[config.mk]
export PLATFORM = sky130hd
export DESIGN_NAME = dle_stx_packet_deframer_top_flat
export DESIGN_NICKNAME = d
export VERILOG_FILES = /design/src/rtl/dsd_pkg.sv /design/src/rtl/dsd_in_if.sv /design/src/rtl/dsd_out_if.sv /design/src/rtl/dsd_cfg_if.sv /design/src/rtl/dle_stx_packet_deframer_top.sv /design/src/flat_wrapper.sv
export SDC_FILE = /design/constraint.sdc
export NUM_CORES = 1
export LEC_CHECK = 0
export BUFFER_PORTS_ARGS = -buffer_cell sky130_fd_sc_hd__buf_2
export CAP_MARGIN = 40
export CELL_PAD_IN_SITES_DETAIL_PLACEMENT = 0
export CELL_PAD_IN_SITES_GLOBAL_PLACEMENT = 1
export CORE_MARGIN = 2
export CORE_UTILIZATION = 30
export DETAILED_ROUTE_END_ITERATION = 7
export GPL_TIMING_DRIVEN = 1
export PLACE_DENSITY_LB_ADDON = 0.1
export SETUP_SLACK_MARGIN = 0.3
export SYNTH_ARGS = -nofsm -noshare
export SYNTH_HDL_FRONTEND = slang
export SYNTH_SLANG_ARGS = --single-unit
[constraint.sdc]
create_clock -name i_clk -period 4.4 [get_ports i_clk]
set_input_delay 0.66 -clock i_clk [delete_from_list [all_inputs] [get_ports i_clk]]
set_output_delay 0.66 -clock i_clk [all_outputs]
set_load 0.01 [all_outputs]
[src/rtl/dsd_pkg.sv]
// ----------------------------------------------------------------------------
// dsd_pkg
// Shared constants and codes for the DLE/STX packet deframer.
// ----------------------------------------------------------------------------
package dsd_pkg;

    localparam logic [7:0] START_DLE        = 8'h10;
    localparam logic [7:0] START_STX        = 8'h02;
    localparam logic [7:0] HEADER_AND_TAIL  = 8'd7;
    localparam logic [7:0] MAX_PACKET_RESET = 8'd22;

    typedef enum logic [1:0] {
        ST_BUSY       = 2'd0,
        ST_VALID      = 2'd1,
        ST_BAD_HEADER = 2'd2,
        ST_BAD_SUM    = 2'd3
    } t_status;

endpackage

[src/rtl/dsd_in_if.sv]
// ----------------------------------------------------------------------------
// dsd_in_if
// Byte input channel: valid/ready plus one received byte.
// ----------------------------------------------------------------------------
interface dsd_in_if;
    logic       valid;
    logic       ready;
    logic [7:0] rx_byte;

    modport source (output valid, output rx_byte, input ready);
    modport sink   (input valid, input rx_byte, output ready);
endinterface

[src/rtl/dsd_out_if.sv]
// ----------------------------------------------------------------------------
// dsd_out_if
// Result channel: passed-through byte with framing flags and header fields.
// ----------------------------------------------------------------------------
interface dsd_out_if;
    logic       valid;
    logic       ready;
    logic [7:0] data_byte;
    logic       is_payload;
    logic       packet_done;
    logic [1:0] status;
    logic [7:0] payload_length;
    logic [7:0] command_code;

    modport source (output valid, output data_byte, output is_payload,
                    output packet_done, output status, output payload_length,
                    output command_code, input ready);
    modport sink   (input valid, input data_byte, input is_payload,
                    input packet_done, input status, input payload_length,
                    input command_code, output ready);
endinterface

[src/rtl/dsd_cfg_if.sv]
// ----------------------------------------------------------------------------
// dsd_cfg_if
// Configuration write channel for the maximum packet length register.
// ----------------------------------------------------------------------------
interface dsd_cfg_if;
    logic       valid;
    logic       ready;
    logic [7:0] data;

    modport source (output valid, output data, input ready);
    modport sink   (input valid, input data, output ready);
endinterface

[src/rtl/dle_stx_packet_deframer_top.sv]
// ----------------------------------------------------------------------------
// dle_stx_packet_deframer_top
// Byte-serial deframer for DLE STX CMD LEN PAYLOAD CHECKSUM TAIL TAIL packets.
// ----------------------------------------------------------------------------
// Takes one byte per request on i_rx and returns exactly one result per byte
// on o_res, in order: the byte itself, a payload mark, and on the last tail
// byte (or on a rejected header) a done flag with a status code. One byte
// is taken per clock while the sink keeps ready high; each result is
// registered and shows in the cycle after accept, and the result register
// frees up in the same cycle it is taken. The framing state
// (phase, byte counter, XOR sum) updates at accept, so the per-byte work is
// one compare/XOR/decrement in front of the result register. Headers whose
// total size 7 + LEN exceeds max_packet_length (reset 22) are rejected; a
// bad byte after 0x10 is rejected and re-examined as a start byte. The
// config channel is always ready and should only be written while idle.
// ----------------------------------------------------------------------------
module dle_stx_packet_deframer_top (
    input  logic        i_clk,
    input  logic        i_rst_n,
    dsd_in_if.sink      i_rx,
    dsd_cfg_if.sink     i_cfg,
    dsd_out_if.source   o_res
);

    typedef enum logic [2:0] {
        PH_HUNT,
        PH_STX,
        PH_CMD,
        PH_LEN,
        PH_PAYLOAD,
        PH_CHECK,
        PH_TAIL1,
        PH_TAIL2
    } t_phase;

    // framing state
    t_phase     r_phase,      n_phase;
    logic [7:0] r_bytes_left, n_bytes_left;
    logic [7:0] r_len,        n_len;
    logic [7:0] r_cmd,        n_cmd;
    logic [7:0] r_xor,        n_xor;
    logic       r_sum_ok,     n_sum_ok;
    logic [7:0] r_max_len;

    // result register
    logic            r_valid;
    logic [7:0]      r_data;
    logic            r_payload,  n_payload;
    logic            r_done,     n_done;
    dsd_pkg::t_status r_status,  n_status;

    logic       w_accept;
    logic [8:0] w_total;

    // result register drains or is empty: room for the next byte
    assign i_rx.ready  = !r_valid || o_res.ready;
    assign w_accept    = i_rx.valid && i_rx.ready;
    assign i_cfg.ready = 1'b1;

    // announced packet size, one bit wider so it cannot wrap
    assign w_total = {1'b0, dsd_pkg::HEADER_AND_TAIL} + {1'b0, i_rx.rx_byte};

    always_comb begin
        n_phase      = r_phase;
        n_bytes_left = r_bytes_left;
        n_len        = r_len;
        n_cmd        = r_cmd;
        n_xor        = r_xor;
        n_sum_ok     = r_sum_ok;
        n_payload    = 1'b0;
        n_done       = 1'b0;
        n_status     = dsd_pkg::ST_BUSY;
        unique case (r_phase)
            PH_HUNT: begin
                if (i_rx.rx_byte == dsd_pkg::START_DLE) begin
                    n_phase = PH_STX;
                end
            end
            PH_STX: begin
                if (i_rx.rx_byte == dsd_pkg::START_STX) begin
                    n_phase = PH_CMD;
                end else begin
                    // reject, but a repeated DLE may still open a packet
                    n_done   = 1'b1;
                    n_status = dsd_pkg::ST_BAD_HEADER;
                    n_phase  = (i_rx.rx_byte == dsd_pkg::START_DLE) ? PH_STX : PH_HUNT;
                end
            end
            PH_CMD: begin
                n_cmd   = i_rx.rx_byte;
                n_phase = PH_LEN;
            end
            PH_LEN: begin
                n_len    = i_rx.rx_byte;
                n_xor    = '0;
                n_sum_ok = 1'b0;
                if (w_total > {1'b0, r_max_len}) begin
                    n_done   = 1'b1;
                    n_status = dsd_pkg::ST_BAD_HEADER;
                    n_phase  = PH_HUNT;
                end else begin
                    n_bytes_left = i_rx.rx_byte;
                    n_phase      = (i_rx.rx_byte == 8'd0) ? PH_CHECK : PH_PAYLOAD;
                end
            end
            PH_PAYLOAD: begin
                n_payload    = 1'b1;
                n_xor        = r_xor ^ i_rx.rx_byte;
                n_bytes_left = r_bytes_left - 8'd1;
                if (r_bytes_left == 8'd1) begin
                    n_phase = PH_CHECK;
                end
            end
            PH_CHECK: begin
                n_sum_ok = (i_rx.rx_byte == r_xor);
                n_phase  = PH_TAIL1;
            end
            PH_TAIL1: begin
                n_phase = PH_TAIL2;
            end
            PH_TAIL2: begin
                n_done   = 1'b1;
                n_status = r_sum_ok ? dsd_pkg::ST_VALID : dsd_pkg::ST_BAD_SUM;
                n_phase  = PH_HUNT;
            end
            default: begin
                n_phase = PH_HUNT;
            end
        endcase
    end

    always_ff @(posedge i_clk) begin
        if (!i_rst_n) begin
            r_phase      <= PH_HUNT;
            r_bytes_left <= '0;
            r_len        <= '0;
            r_cmd        <= '0;
            r_xor        <= '0;
            r_sum_ok     <= 1'b0;
            r_max_len    <= dsd_pkg::MAX_PACKET_RESET;
            r_valid      <= 1'b0;
            r_data       <= '0;
            r_payload    <= 1'b0;
            r_done       <= 1'b0;
            r_status     <= dsd_pkg::ST_BUSY;
        end else begin
            if (i_cfg.valid) begin
                r_max_len <= i_cfg.data;
            end
            if (w_accept) begin
                r_phase      <= n_phase;
                r_bytes_left <= n_bytes_left;
                r_len        <= n_len;
                r_cmd        <= n_cmd;
                r_xor        <= n_xor;
                r_sum_ok     <= n_sum_ok;
                r_valid      <= 1'b1;
                r_data       <= i_rx.rx_byte;
                r_payload    <= n_payload;
                r_done       <= n_done;
                r_status     <= n_status;
            end else if (o_res.ready) begin
                r_valid <= 1'b0;
            end
        end
    end

    assign o_res.valid          = r_valid;
    assign o_res.data_byte      = r_data;
    assign o_res.is_payload     = r_payload;
    assign o_res.packet_done    = r_done;
    assign o_res.status         = r_status;
    // header fields track the live state, which only moves on accept
    assign o_res.payload_length = r_len;
    assign o_res.command_code   = r_cmd;

endmodule

[src/flat_wrapper.sv]
// flat-port wrapper written by rule: the top's interface ports become plain ports
module dle_stx_packet_deframer_top_flat 
  (i_clk, i_rst_n, i_rx_valid, i_rx_rx_byte, i_rx_ready, i_cfg_valid, i_cfg_data, i_cfg_ready, o_res_valid, o_res_data_byte, o_res_is_payload, o_res_packet_done, o_res_status, o_res_payload_length, o_res_command_code, o_res_ready);
  dsd_in_if i_rx_i ();
  dsd_cfg_if i_cfg_i ();
  dsd_out_if o_res_i ();
  input  logic i_clk;
  input  logic i_rst_n;
  input wire logic [$bits(i_rx_i.valid)-1:0] i_rx_valid;
  input wire logic [$bits(i_rx_i.rx_byte)-1:0] i_rx_rx_byte;
  output wire logic [$bits(i_rx_i.ready)-1:0] i_rx_ready;
  input wire logic [$bits(i_cfg_i.valid)-1:0] i_cfg_valid;
  input wire logic [$bits(i_cfg_i.data)-1:0] i_cfg_data;
  output wire logic [$bits(i_cfg_i.ready)-1:0] i_cfg_ready;
  output wire logic [$bits(o_res_i.valid)-1:0] o_res_valid;
  output wire logic [$bits(o_res_i.data_byte)-1:0] o_res_data_byte;
  output wire logic [$bits(o_res_i.is_payload)-1:0] o_res_is_payload;
  output wire logic [$bits(o_res_i.packet_done)-1:0] o_res_packet_done;
  output wire logic [$bits(o_res_i.status)-1:0] o_res_status;
  output wire logic [$bits(o_res_i.payload_length)-1:0] o_res_payload_length;
  output wire logic [$bits(o_res_i.command_code)-1:0] o_res_command_code;
  input wire logic [$bits(o_res_i.ready)-1:0] o_res_ready;
  assign i_rx_i.valid = i_rx_valid;
  assign i_rx_i.rx_byte = i_rx_rx_byte;
  assign i_rx_ready = i_rx_i.ready;
  assign i_cfg_i.valid = i_cfg_valid;
  assign i_cfg_i.data = i_cfg_data;
  assign i_cfg_ready = i_cfg_i.ready;
  assign o_res_valid = o_res_i.valid;
  assign o_res_data_byte = o_res_i.data_byte;
  assign o_res_is_payload = o_res_i.is_payload;
  assign o_res_packet_done = o_res_i.packet_done;
  assign o_res_status = o_res_i.status;
  assign o_res_payload_length = o_res_i.payload_length;
  assign o_res_command_code = o_res_i.command_code;
  assign o_res_i.ready = o_res_ready;
  dle_stx_packet_deframer_top u_core (.i_clk(i_clk), .i_rst_n(i_rst_n), .i_rx(i_rx_i), .i_cfg(i_cfg_i), .o_res(o_res_i));
endmodule
==> reports/results.txt <==
Hold Vio Cnt, Final: 0
Initial Util: 30.47%
routed vias/inst: 4.985
CP required: 4.66 ns
most frequent cells in the layout: dfxtp_1 (57), buf_2 (50), nand2_1 (45), a21boi_0 (25), a21oi_1 (23)
first-pass GRT wire length: 14380 microns
TritonCTS Buffers: 9
site row count: 37
via count: 2732
routed wirelength normalized by instance count: 16.37 microns
Post-Syn Nets: 404
Finish-stage setup viols: 0
#FFs+latches synth: 57
Synth async-reset ratio: 0%
fin. max-slew vios: 0
IO Pins: 52
Max-Cap Viols: 0
Skew-Pair Late Insertion Delay: 0.34 ns
CP delay by family, top: compound AO/OA/AOI/OAI gates
GRT Resource Usage Total: 16.80%
Slew HR: 50.93%
drt pass-1 iters: 5
Die X-Extent: 105.5 microns
Final nets: 440
Leak: 1.459 nW
total global routing overflow: 0
Yosys warning total: 0
P per Cell Area: 319.5 mW/mm^2
status: finished clean
initial antenna violation count: 0
Area Overhead vs Synth: 16.00%
slowest stage cell, crit path: o31ai_4
critical path data arrival time: 3.30 ns
vias in the first global route: 2620
largest net degree at the start of global routing: 48
setup TNS: 0 ns
Total Power: 1.145 mW
CTS tree: done
# DRC: 0
Buf+Inv Stages, Crit Path: 2
Final GP Congestion: 0.7639
clock tree buffer depth: 2
EDFF count, synth: 0
Root Buffer: clkbuf_8
Post-CTS Resized: 0
die height: 105.5 microns
number of port buffers: 50
Worst Setup End Kind: flip-flop
RSZ-0062 raised after global routing: no
Sequential cell area: 0.001141 sq mm
Post-CTS Hold Fix Bufs: 0
Setup Skew: 0.004165 ns
crit-path max FO: 8
post-DP HPWL: 6029 microns
H-tree depth: 3
crit-path cells: buf_2, inv_1, ha_1, nand2b_1, nand2_1, xnor2_1, ha_1, a211o_1, a21oi_1, a211oi_2, o31ai_4, nand2_1, o22ai_1
nature of the critical path startpoint: primary input
final period utilization: 69.00%
clk slew on worst S/H paths: 0.07 ns
DRT iter0 DRCs: 184
Fmax: 329.4 MHz
worst vdd ir: 0.0001468 V
core area: 0.01014 sq mm
Main synth FF type: dfxtp_1
Mapped Area: 0.003089 sq mm
Detailed Route WL: 8971 microns
syn_area_per_cell: 8.327 sq um
clock sink count: 57
Slew @ Worst Pin: 0.7361 ns
register area share after synthesis: 36.94%
worst min-delay path class: reg -> reg
Slowest Stage Delay on Critical Path: 0.33 ns
Multi-input gate area: 0.001739 sq mm
fillers: 1069
setup bufs post-CTS: 0
commonest non-fill, non-tap cell in the layout: dfxtp_1
DRT antenna net count: 0
Post-Syn Instances: 371
die area: 0.01113 sq mm
Tmin final: 3.036 ns
ant diodes: 0
Yosys cell types: 53
kind of critical path: in -> reg
ratio of cells with drive above 1 in the final layout: 19.17%
[where the power goes]
group | switching, mW | leakage (nW) | total (mW) | internal (mW)
clock network | 0.210 | 0.0974 | 0.486 | 0.276
logic | 0.0805 | 0.899 | 0.129 | 0.0485
registers | 0.00421 | 0.463 | 0.530 | 0.525
total | 0.295 | 1.46 | 1.15 | 0.850
[synth_stat cells, types with 2 or more instances]
cell	n	share of area, %
nor3_1	6	0.97
nand4b_1	2	0.57
and2_1	4	0.81
nand2b_1	3	0.61
nor2b_1	19	3.8
dfxtp_1	57	37
a22oi_1	4	0.97
ha_1	12	4.9
nand3_1	17	2.8
o311ai_1	3	0.85
nand3b_1	3	0.73
nor4_1	3	0.61
xnor2_1	5	1.4
nand4_1	4	0.81
nand2_1	45	5.5
buf_2	8	1.3
o21ai_1	6	0.97
nor2_2	2	0.40
o21ai_0	14	2.3
o31ai_1	3	0.73
o21a_1	3	0.73
a21boi_0	25	6.1
buf_1	3	0.36
xor2_1	6	1.7
a21oi_1	23	3.7
mux2i_1	12	3.9
nor2_1	16	1.9
inv_1	17	2.1
clkbuf_1	14	1.7
buf_6	3	1.1
a211o_1	2	0.57
o211ai_1	6	1.5
[registers in the layout, summed over array words and instances (netlist names)]
name                         cells
u_core.o_res.data_byte           8
u_core.r_max_len                 8
u_core.o_res.status              2
u_core.o_res.is_payload          1
u_core.o_res.command_code        8
u_core.r_bytes_left              8
u_core.o_res.payload_length      8
u_core.r_xor                     8
u_core.o_res.packet_done         1
u_core.o_res.valid               1
u_core.r_sum_ok                  1
u_core.r_phase                   3
[final timing paths]
| check | start | endpoint | slack, ns | depth (start not counted) |
|---|---|---|---|---|
| hold / removal | u_core.o_res.payload_length[7] | u_core.o_res.payload_length[7] | 0.46 | 2 |
| setup reg to reg | u_core.r_max_len[1] | u_core.r_bytes_left[3] | 2.23 | 8 |
| hold reg to reg | u_core.o_res.payload_length[7] | u_core.o_res.payload_length[7] | 0.46 | 2 |
| setup / recovery | i_rx_rx_byte[0] | u_core.r_bytes_left[3] | 1.36 | 13 |
[worst min-delay path: stages, from the launching register on]
cell and delay (ns):
dfxtp_1 0.31, nand2_1 0.05, a21boi_0 0.06
[routing by layer]
metal,routed length (microns),track usage [%],part of all wire [%],vias to the layer above
li1,-,-,-,1358
met1,4328,23.02,48,1299
met3,433,4.329,4.8,8
met5,0,0,0,-
met4,73,3.905,0.81,0
met2,4135,26.41,46,67
[through the flow]
step,setup slack (ns),cells,hold slack [ns],util (%),instance area (sq um)
2_1_floorplan,1.275,371,0.4456,-,3089
3_3_place_gp,1.108,532,0.4539,33.48,3395
3_5_place_dp,1.042,532,0.4558,33.48,3395
4_1_cts,1.384,548,0.4657,35.34,3583
5_1_grt,1.090,548,0.4912,35.34,3583
6_report,1.364,548,0.4648,35.34,3583
[final cells by class]
type	instances	area share [%]
Tap cell	136	4.749
Clock buffer	13	4.155
Inverter	17	1.781
Sequential cell	57	31.84
Multi-Input combinational cell	268	48.53
Timing Repair Buffer	54	7.821
Clock inverter	3	1.117
[cell families after synthesis]
family                   count (synthesis)  share of synthesized area [%]
flip-flops                              57                          36.94
buffers and inverters                   46                          6.764
AND/OR/NAND/NOR                        134                          22.88
AO/OA/AOI/OAI                           98                          21.43
other                                    1                         0.1214
adder cells (fa/ha/maj)                 12                          4.860
multiplexers                            12                          3.888
XOR/XNOR                                11                          3.119
No activity file was read; power rests on OpenSTA's default activity.
